File: src/rtl/gsp_pkg.sv
// Shared types and constants for the GSM septet pack/unpack unit.
`default_nettype none

package gsp_pkg;

  // Widths of the message bit accumulator and its bit count.
  localparam int unsigned AccW = 14;
  localparam int unsigned CntW = 4;
  localparam int unsigned PhaseW = 3;

  // Septet index within a group of eight that may carry the terminator.
  localparam logic [PhaseW-1:0] LastPhase = 3'd7;

  // Results that one accepted item leaves for the output side.
  typedef struct packed {
    logic       two;    // A second result follows the first.
    logic [7:0] data0;
    logic [7:0] data1;
    logic       last;   // The final result of this entry ends the message.
  } gsp_entry_t;

endpackage : gsp_pkg

`default_nettype wire

File: src/rtl/gsp_front.sv
// Front end: holds the direction register and message state, and turns each item into results.
`default_nettype none

module gsp_front (
  input  wire               clk_i,
  input  wire               rst_ni,
  input  wire               cfg_write_i,
  input  wire               cfg_direction_i,
  input  wire               accept_i,
  input  wire  [7:0]        in_data_i,
  input  wire               in_last_i,
  output logic              push_o,
  output gsp_pkg::gsp_entry_t entry_o
);
  import gsp_pkg::*;

  typedef enum logic {
    DIR_PACK   = 1'b0,
    DIR_UNPACK = 1'b1
  } dir_e;

  dir_e              dir_q;
  logic [AccW-1:0]   acc_q, acc_d;
  logic [CntW-1:0]   cnt_q, cnt_d;
  logic [PhaseW-1:0] phase_q, phase_d;
  logic              term_q, term_d;

  logic [AccW-1:0]   merged, rem1;
  logic [CntW-1:0]   sum, c1;
  logic [PhaseW-1:0] ph1;
  logic [6:0]        s0, s1;
  logic [1:0]        n;
  logic [7:0]        r0, r1;

  // Merge the item into the accumulator and extract the completed results.
  always_comb begin
    acc_d   = acc_q;
    cnt_d   = cnt_q;
    phase_d = phase_q;
    term_d  = term_q;
    n       = 2'd0;
    r0      = 8'd0;
    r1      = 8'd0;
    s0      = 7'd0;
    s1      = 7'd0;
    rem1    = '0;
    c1      = '0;
    ph1     = phase_q + 3'd1;
    if (dir_q == DIR_PACK) begin
      merged = acc_q | (AccW'(in_data_i[6:0]) << cnt_q[2:0]);
      sum    = cnt_q + 4'd7;
    end else begin
      merged = acc_q | (AccW'(in_data_i) << cnt_q[2:0]);
      sum    = cnt_q + 4'd8;
    end

    if (dir_q == DIR_PACK) begin
      // One full octet at most, then a padded tail octet on the last item.
      if (sum >= 4'd8) begin
        r0    = merged[7:0];
        n     = 2'd1;
        acc_d = merged >> 8;
        cnt_d = sum - 4'd8;
      end else begin
        acc_d = merged;
        cnt_d = sum;
      end
      if (in_last_i && (cnt_d != '0)) begin
        if (n == 2'd0) begin
          r0 = acc_d[7:0];
        end else begin
          r1 = acc_d[7:0];
        end
        n = n + 2'd1;
      end
    end else if (!term_q) begin
      // Up to two septets; a zero eighth septet stops the message.
      s0      = merged[6:0];
      rem1    = merged >> 7;
      c1      = sum - 4'd7;
      acc_d   = rem1;
      cnt_d   = c1;
      phase_d = ph1;
      if ((phase_q == LastPhase) && (s0 == 7'd0)) begin
        term_d = 1'b1;
      end else begin
        r0 = {1'b0, s0};
        n  = 2'd1;
        if (c1 >= 4'd7) begin
          s1      = rem1[6:0];
          acc_d   = rem1 >> 7;
          cnt_d   = c1 - 4'd7;
          phase_d = ph1 + 3'd1;
          if ((ph1 == LastPhase) && (s1 == 7'd0)) begin
            term_d = 1'b1;
          end else begin
            r1 = {1'b0, s1};
            n  = 2'd2;
          end
        end
      end
    end

    // The end of a message returns the state to its start.
    if (in_last_i) begin
      acc_d   = '0;
      cnt_d   = '0;
      phase_d = '0;
      term_d  = 1'b0;
    end
  end

  assign push_o        = accept_i && (n != 2'd0);
  assign entry_o.two   = (n == 2'd2);
  assign entry_o.data0 = r0;
  assign entry_o.data1 = r1;
  assign entry_o.last  = in_last_i;

  // Direction register and message state; a direction write restarts the message.
  always_ff @(posedge clk_i or negedge rst_ni) begin
    if (!rst_ni) begin
      dir_q   <= DIR_PACK;
      acc_q   <= '0;
      cnt_q   <= '0;
      phase_q <= '0;
      term_q  <= 1'b0;
    end else if (cfg_write_i) begin
      dir_q   <= dir_e'(cfg_direction_i);
      acc_q   <= '0;
      cnt_q   <= '0;
      phase_q <= '0;
      term_q  <= 1'b0;
    end else if (accept_i) begin
      acc_q   <= acc_d;
      cnt_q   <= cnt_d;
      phase_q <= phase_d;
      term_q  <= term_d;
    end
  end

  // Packing never holds a whole octet between items.
  a_pack_cnt: assert property (@(posedge clk_i) disable iff (!rst_ni)
    (dir_q == DIR_PACK) |-> (cnt_q <= 4'd7))
    else $error("pack bit count exceeds seven");

  // An open unpack message never holds a whole septet between items.
  a_unpack_cnt: assert property (@(posedge clk_i) disable iff (!rst_ni)
    ((dir_q == DIR_UNPACK) && !term_q) |-> (cnt_q <= 4'd6))
    else $error("unpack bit count holds a whole septet");

  // The terminator flag is only ever set while unpacking.
  a_term_dir: assert property (@(posedge clk_i) disable iff (!rst_ni)
    term_q |-> (dir_q == DIR_UNPACK))
    else $error("terminated flag set while packing");

endmodule : gsp_front

`default_nettype wire

File: src/rtl/gsp_queue.sv
// Short queue of result entries between the front end and the output side.
`default_nettype none

module gsp_queue #(
  parameter int unsigned DEPTH = 4
) (
  input  wire                 clk_i,
  input  wire                 rst_ni,
  input  wire                 push_i,
  input  gsp_pkg::gsp_entry_t push_entry_i,
  output logic                full_o,
  input  wire                 pop_i,
  output logic                head_valid_o,
  output gsp_pkg::gsp_entry_t head_entry_o
);
  import gsp_pkg::*;

  localparam int unsigned PtrW = (DEPTH > 1) ? $clog2(DEPTH) : 1;
  localparam int unsigned CountW = $clog2(DEPTH + 1);
  localparam logic [PtrW-1:0] LastPtr = PtrW'(DEPTH - 1);
  localparam logic [CountW-1:0] FullCount = CountW'(DEPTH);

  gsp_entry_t        mem_q [DEPTH];
  logic [PtrW-1:0]   wr_ptr_q, rd_ptr_q;
  logic [CountW-1:0] count_q;
  logic              do_push, do_pop;

  assign full_o       = (count_q == FullCount);
  assign head_valid_o = (count_q != '0);
  assign head_entry_o = mem_q[rd_ptr_q];
  assign do_push      = push_i && !full_o;
  assign do_pop       = pop_i && head_valid_o;

  // Entry storage.
  always_ff @(posedge clk_i) begin
    if (do_push) begin
      mem_q[wr_ptr_q] <= push_entry_i;
    end
  end

  // Pointers and fill count.
  always_ff @(posedge clk_i or negedge rst_ni) begin
    if (!rst_ni) begin
      wr_ptr_q <= '0;
      rd_ptr_q <= '0;
      count_q  <= '0;
    end else begin
      if (do_push) begin
        wr_ptr_q <= (wr_ptr_q == LastPtr) ? '0 : wr_ptr_q + 1'b1;
      end
      if (do_pop) begin
        rd_ptr_q <= (rd_ptr_q == LastPtr) ? '0 : rd_ptr_q + 1'b1;
      end
      if (do_push && !do_pop) begin
        count_q <= count_q + 1'b1;
      end else if (do_pop && !do_push) begin
        count_q <= count_q - 1'b1;
      end
    end
  end

  // The front end is stalled whenever the queue is full.
  a_no_overflow: assert property (@(posedge clk_i) disable iff (!rst_ni)
    full_o |-> !push_i)
    else $error("push into a full queue");

  // Pointers stay in step with the fill count.
  a_ptr_match: assert property (@(posedge clk_i) disable iff (!rst_ni)
    (count_q == '0) |-> (wr_ptr_q == rd_ptr_q))
    else $error("empty queue with unequal pointers");

endmodule : gsp_queue

`default_nettype wire

File: src/rtl/gsp_back.sv
// Output side: sends the one or two results of each queued entry through an output register.
`default_nettype none

module gsp_back (
  input  wire                 clk_i,
  input  wire                 rst_ni,
  input  wire                 head_valid_i,
  input  gsp_pkg::gsp_entry_t head_entry_i,
  output logic                pop_o,
  input  wire                 out_stall_i,
  output logic                out_valid_o,
  output logic [7:0]          out_data_o,
  output logic                out_last_o
);
  import gsp_pkg::*;

  logic       second_q;
  logic       out_valid_q;
  logic [7:0] out_data_q;
  logic       out_last_q;
  logic       load;

  // A new result enters the output register when it is empty or being taken.
  assign load  = head_valid_i && (!out_valid_q || !out_stall_i);
  assign pop_o = load && (second_q || !head_entry_i.two);

  // Result selection and sub-index state.
  always_ff @(posedge clk_i or negedge rst_ni) begin
    if (!rst_ni) begin
      second_q    <= 1'b0;
      out_valid_q <= 1'b0;
    end else begin
      if (load) begin
        out_valid_q <= 1'b1;
        second_q    <= !second_q && head_entry_i.two;
      end else if (!out_stall_i) begin
        out_valid_q <= 1'b0;
      end
    end
  end

  // Output payload.
  always_ff @(posedge clk_i) begin
    if (load) begin
      if (second_q) begin
        out_data_q <= head_entry_i.data1;
        out_last_q <= head_entry_i.last;
      end else begin
        out_data_q <= head_entry_i.data0;
        out_last_q <= head_entry_i.last && !head_entry_i.two;
      end
    end
  end

  assign out_valid_o = out_valid_q;
  assign out_data_o  = out_data_q;
  assign out_last_o  = out_last_q;

  // The second result is only pending while its entry is still at the head.
  a_second_head: assert property (@(posedge clk_i) disable iff (!rst_ni)
    second_q |-> (head_valid_i && head_entry_i.two))
    else $error("second result pending without a two-result entry");

endmodule : gsp_back

`default_nettype wire

File: src/rtl/gsm_septet_pack_unpack_unit.sv
// Top level of the GSM 7-bit default alphabet pack/unpack unit.
`default_nettype none

// The unit packs 7-bit characters into octets (direction 0) or unpacks octets
// into septets (direction 1), least significant bit first. It accepts one item
// per clock while its result queue has room, and delivers one result per clock
// from a registered output while the output is not stalled. Items giving one
// result or none therefore stream at one per cycle; an item giving two results
// (one unpacked octet in seven, or a last packed character with a tail octet)
// loads the output register twice, so long unpacking runs back up. The queue of
// QUEUE_DEPTH entries absorbs these bursts and output stalls. Write the
// direction only while the unit is idle; the write also restarts the message.
module gsm_septet_pack_unpack_unit #(
  parameter int unsigned QUEUE_DEPTH = 4
) (
  input  wire        clk_i,
  input  wire        rst_ni,
  input  wire        cfg_valid_i,
  output logic       cfg_ready_o,
  input  wire        cfg_direction_i,
  input  wire        in_valid_i,
  output logic       in_stall_o,
  input  wire  [7:0] in_data_i,
  input  wire        in_last_i,
  output logic       out_valid_o,
  input  wire        out_stall_i,
  output logic [7:0] out_data_o,
  output logic       out_last_o
);
  import gsp_pkg::*;

  logic       accept;
  logic       push, full, pop, head_valid;
  gsp_entry_t push_entry, head_entry;

  // Configuration writes are always taken.
  assign cfg_ready_o = 1'b1;
  assign in_stall_o  = full;
  assign accept      = in_valid_i && !full;

  gsp_front u_front (
    .clk_i          (clk_i),
    .rst_ni         (rst_ni),
    .cfg_write_i    (cfg_valid_i && cfg_ready_o),
    .cfg_direction_i(cfg_direction_i),
    .accept_i       (accept),
    .in_data_i      (in_data_i),
    .in_last_i      (in_last_i),
    .push_o         (push),
    .entry_o        (push_entry)
  );

  gsp_queue #(
    .DEPTH(QUEUE_DEPTH)
  ) u_queue (
    .clk_i       (clk_i),
    .rst_ni      (rst_ni),
    .push_i      (push),
    .push_entry_i(push_entry),
    .full_o      (full),
    .pop_i       (pop),
    .head_valid_o(head_valid),
    .head_entry_o(head_entry)
  );

  gsp_back u_back (
    .clk_i       (clk_i),
    .rst_ni      (rst_ni),
    .head_valid_i(head_valid),
    .head_entry_i(head_entry),
    .pop_o       (pop),
    .out_stall_i (out_stall_i),
    .out_valid_o (out_valid_o),
    .out_data_o  (out_data_o),
    .out_last_o  (out_last_o)
  );

endmodule : gsm_septet_pack_unpack_unit

`default_nettype wire

File: config.mk
export PLATFORM = sky130hd
export DESIGN_NAME = gsm_septet_pack_unpack_unit
export DESIGN_NICKNAME = d
export VERILOG_FILES = /design/src/rtl/gsp_pkg.sv /design/src/rtl/gsp_front.sv /design/src/rtl/gsp_queue.sv /design/src/rtl/gsp_back.sv /design/src/rtl/gsm_septet_pack_unpack_unit.sv
export SDC_FILE = /design/constraint.sdc
export NUM_CORES = 1
export LEC_CHECK = 0
export ABC_AREA = 1
export BUFFER_PORTS_ARGS = -buffer_cell sky130_fd_sc_hd__buf_2
export CAP_MARGIN = 40
export CORE_MARGIN = 4
export CORE_UTILIZATION = 39
export CTS_CLUSTER_DIAMETER = 100
export DETAILED_ROUTE_END_ITERATION = 10
export HOLD_SLACK_MARGIN = 0.06
export SYNTH_ARGS = -nofsm -noshare
export SYNTH_HDL_FRONTEND = slang
export SYNTH_SLANG_ARGS = --single-unit
File: constraint.sdc
create_clock -name clk_i -period 8.86 [get_ports clk_i]
set_input_delay 0.443 -clock clk_i [delete_from_list [all_inputs] [get_ports clk_i]]
set_output_delay 0.443 -clock clk_i [all_outputs]
set_load 0.005 [all_outputs]
== After elaboration in Yosys (flattened, before gate mapping) ==
Memory sizes are Yosys's and may differ from the RTL's.
Cells that the tools add are included.
Storage, ports and cells
  flip-flop bits (word level): 41
  word-level logic and storage cells: 139
  bits in writable memories: 72
  memories kept: 1
  input bits: 15
  output and inout port bits: 12
Cells by class
  add/sub/neg operators: 12
  reductions and logical operators: 34
  shifts and indexed selects: 2
  eq/ne operators: 9
  bitwise gates (word level): 2
  muxes and demuxes: 65
  magnitude comparators: 2
Memories
  u_queue.mem_q: words 4, bits a word 18, rd ports 1, clocked after memory_dff 0, wr ports 1, RTL line gsp_queue.sv:23  | gsp_entry_t mem_q [DEPTH];
Operators with widths (number)
  14-bit 2-to-1 mux: 8
  8-bit 2-to-1 mux: 12
  4-bit 2-to-1 mux: 10
  14-bit OR: 2
  3-bit 2-to-1 mux: 9
  7-bit 2-to-1 mux: 3
  2-bit 2-to-1 mux: 9
  7-bit logical NOT: 2
  1-bit 2-to-1 mux: 14
  7-bit by 3-bit left shift with 14-bit output: 1
  8-bit by 3-bit left shift with 14-bit output: 1
  1-bit logical AND: 13
  3-bit by 1-bit adder with 3-bit output, second input constant: 3
  3-bit equality test, second input constant: 3
  4-bit by 3-bit subtractor with 4-bit output, second input constant: 2
  1-bit logical NOT: 7
  2-bit by 1-bit adder with 2-bit output, second input constant: 3
  2-bit equality test, second input constant: 3
  2-bit nonzero test: 3
  3-bit nonzero test: 2
  4-bit by 3-bit adder with 4-bit output, second input constant: 1
  4-bit adder, second input constant: 1
  4-bit by 3-bit greater-or-equal comparator with 1-bit output, second input constant: 1
  4-bit greater-or-equal comparator, second input constant: 1
  other kinds (10): 12

== Depth between registers and ports, before layout ==
  depth in word-level cells: 17
  depth in mapped cells: 24
  mapped depth without buffers: 23

== Modules after synthesis ==
Synthesis repeated with hierarchy kept, for this count alone.
Unflattened totals
  cell total of the unflattened synthesis: 692
  area total of the unflattened synthesis: 6178.4 um^2
By module, submodules not included
  gsp_queue: cells each 269, times used 1, area each 3349.5 um^2, sequential area each 2337.2 um^2
  gsp_front: cells each 372, times used 1, area each 2329.7 um^2, sequential area each 575.6 um^2
  gsp_back: cells each 47, times used 1, area each 478.0 um^2, sequential area each 320.3 um^2
  gsm_septet_pack_unpack_unit: cells each 4, times used 1, area each 21.3 um^2, sequential area each 0.0 um^2

== Worst setup path after synthesis ==
OpenSTA, ideal clock, no wires.
  path kind: register to register
  from: register u_front.cnt_q[1]
  to: memory u_queue.mem_q[0][0] (netlist bit), enable pin
  setup slack: 5476 ps
  data arrival time: 2992 ps
  data required time: 8467 ps
  buffers on the path: 1
  library setup time: 393 ps
  cell stages (with the launch flop): 17
  period minus slack after synthesis: 3384 ps
  cells stage by stage: dfrtp_1 > inv_1 > buf_2 > ha_1 > nand2_1 > o21ai_0 > ha_1 > inv_1 > o21ai_0 > inv_1 > ha_1 > inv_1 > nor2_1 > nor2_2 > nand2_2 > nand2_4 > nor2_1
On the way
  longest elaborated chain between the ends: 15
  elaborated cells on any way between the ends: 34
  those cells by class: add/sub (5); order compare (2); shift (2); mux (14); bitwise (2); reduce/logical (9)
RTL lines
  start: declaration: RTL line gsp_front.sv:24  | logic [CntW-1:0] cnt_q, cnt_d;
  start signal: assignment: RTL line gsp_front.sv:135  | cnt_q <= cnt_d;
  parallel branches: the longest is 9 deep, another holds 4-bit by 3-bit adder with 4-bit output
  2-bit 2-to-1 mux (*): RTL line gsp_front.sv:57  | if (dir_q == DIR_PACK) begin
  2-bit nonzero test (*): RTL line gsp_front.sv:113  | assign push_o = accept_i && (n != 2'd0);
  1-bit logical AND (*): RTL line gsp_front.sv:113
  1-bit logical AND (*): RTL line gsp_queue.sv:31  | assign do_push = push_i && !full_o;
  1-bit 2-to-1 mux (*): RTL line gsp_queue.sv:36  | if (do_push) begin
  1-bit 2-to-1 mux (implied by the code) (*): RTL line gsp_queue.sv:37  | mem_q[wr_ptr_q] <= push_entry_i;
  end: declaration: RTL line gsp_queue.sv:23
Every way passes the cells marked *. The select of a mux whose other input is x is not followed.

== Worst setup path after layout ==
  from: register u_front.cnt_q[1]
  to: register u_queue.count_q[2]
On the way
  longest elaborated chain between the ends: 16
  elaborated cells on any way between the ends: 37
  those cells by class: add/sub (5); order compare (2); shift (2); mux (13); bitwise (2); reduce/logical (13)
RTL lines
  parallel branches: the longest is 9 deep, another holds 4-bit by 3-bit adder with 4-bit output
  2-bit 2-to-1 mux (*): RTL line gsp_front.sv:57
  2-bit nonzero test (*): RTL line gsp_front.sv:113
  1-bit logical AND (*): RTL line gsp_front.sv:113
  1-bit logical AND (*): RTL line gsp_queue.sv:31
  via u_queue.do_push: RTL line gsp_queue.sv:26  | logic do_push, do_pop;
  1-bit logical NOT: RTL line gsp_queue.sv:56  | end else if (do_pop && !do_push) begin
  1-bit logical AND: RTL line gsp_queue.sv:56
  2-bit nonzero test (no source line)
  end signal: assignment: RTL line gsp_queue.sv:55  | count_q <= count_q + 1'b1;
  end signal: assignment: RTL line gsp_queue.sv:57  | count_q <= count_q - 1'b1;
  end: declaration: RTL line gsp_queue.sv:25  | logic [CountW-1:0] count_q;
Mark *: on every way through the listed nets, which the timed path passes. The select of a mux whose other input is x is not followed.
A chain may end at the register's enable or synchronous reset.

==> results.md <==
* Worst Hold Class: primary input to register
* Fin. Hold Viols at 0
* First-pass GRT wire length at 21770 um
* Static leakage at 2.727 nW
* Fin crit share at 45.31%
* Crit-path leading delay family: adder cells
* Residual DRC at 0
* Nets at 664
* Critical path peak fanout at 14
* Post-CTS Setup Inserts at 0
* Via count at 4313
* Bufs and invs on worst path at 6
* H-Tree Depth at 4
* Syn_area_per_cell at 9.383 um2
* CP dominant cell by count: inv_1
* Status: complete, no violations
* Largest family of logic cells by synthesized area: simple AND/OR/NAND/NOR gates
* Total CTS buffers at 17
* Vias per cell at 5.228
* Post-Route Utilization at 47.28%
* RSZ-0062 raised after global routing: no
* # hold bufs at CTS at 1
* Pins Over Slew Limit at 0
* Clock share of power at 31.9%
* Crit path time final at 4.014 ns
* DPL Wire Length at 9254 um
* Worst-path clk slew at 0.06 ns
* Metal2 WL at 6530 um
* Die ar. at 16450 um2
* Latest clock arrival within the worst-skew pair at 0.41 ns
* Clock skew at 0.01017 ns
* Post-cts sizing count at 0
* Yosys cell types at 38
* Complex-gate fraction of the synthesized area at 11.78%
* TritonCTS clock tree: done
* Initial antenna violation count at 0
* Total gr overflow at 0
* Synth Area in Adders at 3.905%
* CP cell instances: inv_1 > ha_1 > nand2_1 > o21ai_0 > ha_1 > inv_1 > o21ai_0 > inv_1 > ha_1 > inv_1 > nor2_1 > nor2_2 > nand2_2 > nand2_4 > inv_1 > ha_1 > inv_1 > fa_1 > a21oi_1 > o21ai_0 > xor2_1
* Syn Inst Count at 601
* Starting Density at 40.16%
* CP Data Required Time at 9.15 ns
* Worst Max-Slew Pin Slew at 0.7753 ns
* Worst path max stage delay at 0.61 ns
* Seq/Total Area, Yosys at 57.33%
* Post-synthesis xor/xnor area fraction at 0.9097%
* GRT Overall Usage at 17.32%
* CP Capture Type: register
* N_diodes at 0
* Iter 0 DRT Violations at 335
* M1 WL at 5977 um
* Post-DRT Antenna Nets at 0
* Slowest cell on the critical path: dfrtp_1
* Fmax at 249.1 MHz
* Die X at 128.2 um
* Switching Share at 35.73%
* Post-synthesis mux area share at 0.1997%
* Asr flop ratio synth at 28.32%
* Reg power frac at 33.9%
* Synth Flop Type: edfxtp_1
* Met3 Wirelength at 596 um
* Critical Path Source Type: register
* Max Cap Violations at 0
* Pwr per Cell Area at 360.6 nW/um2
* Synth warn at 0
* Post-Synth Simple-Gate Area at 19.10%
* Area grow syn2layout at 17.73%
* Mapped Area at 5639 um2
* Sw Pwr at 0.0008553 W
* Post-synth EDFFs at 81
* Pre-Repair DR Iteration Count at 5
* DRT Wirelength at 13390 um
* Post-DR wirelength/cell at 16.23 um
* P_int at 0.001539 W
* Slew HR at 47.91%
* Clock sink total at 113
* Worst Setup Path Type: register to register
* Synthesis-stage register bit count at 113
* Max Root-Sink Buffers at 2
* Root Driver: clkbuf_16
* Final Setup Violations at 0
* Worst Path Arrival at 4.30 ns
* Final RePlAce weighted congestion at 0.8958
* Row count at 43
* Peak VDD IR at 0.0001556 V
* Logic pwr share at 34.2%
* I/O Buffers at 25
* TNS Setup at 0 ns
* Share of cells above drive strength 1 at 13.33%
* Largest net degree at the start of global routing at 40
* Vias in the first global route at 4258
* Core area at 14040 um2
* Top Ports at 27
* Die height at 128.2 um
* Highest metal used: met4
[metal layers]
metal  up-vias  GRT usage, %
met2       117         28.32
met5         -             0
met4         0         7.054
met3        26         4.500
met1      2063         21.86
li1       2107             -
[layout by cell type, fill, tap and decap left out, types with 2 or more instances in the layout]
cell type | synthesis | layout
conb_1 | 2 | 5
a31oi_1 | 9 | 9
nor2_2 | 4 | 4
xor2_1 | 3 | 3
dfrtp_1 | 32 | 32
nand3_2 | 2 | 2
nand3_1 | 46 | 46
nand2_2 | 6 | 6
clkbuf_16 | 0 | 17
o22ai_1 | 25 | 25
buf_4 | 3 | 5
a211oi_1 | 2 | 2
nand2_1 | 82 | 82
buf_2 | 5 | 25
edfxtp_1 | 81 | 81
clkinv_2 | 0 | 4
o21ai_1 | 3 | 3
a21oi_1 | 10 | 10
o21ai_0 | 66 | 66
clkinvlp_4 | 0 | 3
bufinv_16 | 0 | 6
ha_1 | 16 | 16
clkinv_4 | 0 | 2
nor3_1 | 10 | 10
clkinv_1 | 3 | 3
inv_2 | 5 | 5
nor2_1 | 98 | 98
inv_1 | 59 | 59
[registers in the layout, summed over array words and instances (netlist names)]
signal	count
u_queue.mem_q	72
u_front.acc_q	14
u_back.out_data_o	8
u_front.cnt_q	4
u_front.phase_q	3
u_queue.count_q	3
u_queue.rd_ptr_q	2
u_queue.wr_ptr_q	2
u_back.out_last_o	1
u_back.out_valid_o	1
u_back.second_q	1
u_front.dir_q	1
u_front.term_q	1
[synthesized netlist by cell type (2+ instances only)]
master / number / area [um2]
inv_1: 59 / 221.5
clkinv_1: 3 / 11.26
nand2_2: 6 / 37.54
buf_6: 2 / 22.52
o22ai_1: 25 / 156.4
a31oi_1: 9 / 56.30
a21oi_1: 10 / 50.05
nand3_2: 2 / 20.02
buf_2: 5 / 25.02
edfxtp_1: 81 / 2432
o21ai_1: 3 / 15.01
nand2_1: 82 / 307.8
nor3_1: 10 / 50.05
buf_4: 3 / 22.52
ha_1: 16 / 200.2
o21ai_0: 66 / 330.3
nor2_1: 98 / 367.9
nor2_2: 4 / 25.02
clkbuf_1: 14 / 52.55
inv_2: 5 / 18.77
conb_1: 2 / 7.510
a211oi_1: 2 / 15.01
xor2_1: 3 / 26.28
nand3_1: 46 / 230.2
dfrtp_1: 32 / 800.8
[logic make-up after synthesis]
| logic type | Yosys count |
|---|---|
| compound gates | 119 |
| xor+xnor | 5 |
| fa+ha+maj | 17 |
| buf+inv | 91 |
| flops | 113 |
| mux | 1 |
| other cells | 2 |
| simple gates | 253 |
[final cells by class]
class                      count  area [um2]
fill                        1308        7403
sequential                   113        3233
multi-input combinational    400        2043
clock buffer                  17       425.4
inverter                      67       251.5
clock inverter                15       240.2
tap                          180       225.2
timing repair buffer          33       220.2
[power by group through the flow]
stage | Clock [W] | Sequential, W | Combinational [W]
global placement | 0 | 0.000818 | 0.000786
global route | 0.000805 | 0.000824 | 0.000933
finish | 0.000763 | 0.000811 | 0.000820
detailed placement | 0 | 0.000823 | 0.000821
floorplan | 0 | 0.000794 | 0.000602
CTS | 0.000775 | 0.000814 | 0.000826
[tightest hold or removal path, cell delays in order]
cell,delay [ns]
buf_2,0.07
nand2_1,0.05
o21ai_0,0.06
[worst paths after layout]
kind,startpoint,to,slack (ns),cells after the start
setup / recovery,u_front.cnt_q[1],u_queue.count_q[2],4.85,21
hold / removal,cfg_direction_i,u_front.dir_q,0.25,3
setup reg to reg,u_front.cnt_q[1],u_queue.count_q[2],4.85,21
hold reg to reg,u_back.out_valid_o,u_back.out_valid_o,0.50,2
max in group asynchronous,rst_ni,u_queue.wr_ptr_q[0],7.99,3
min in group asynchronous,rst_ni,u_queue.rd_ptr_q[1],0.43,2
[metrics by stage]
| step | power [W] | setup slack, ns | instances | hold slack [ns] | area, um2 |
|---|---|---|---|---|---|
| final | 0.002394 | 4.846 | 825 | 0.2493 | 6639 |
| after global routing | 0.002562 | 4.521 | 825 | 0.2664 | 6639 |
| after CTS | 0.002415 | 4.869 | 825 | 0.2401 | 6639 |
| after detailed placement | 0.001645 | 4.874 | 792 | 0.3293 | 5963 |
| after global placement | 0.001605 | 4.971 | 790 | 0.4862 | 5916 |
| after floorplan | 0.001397 | 5.476 | 604 | 0.1474 | 5650 |
No activity file was read; power rests on OpenSTA's default activity.
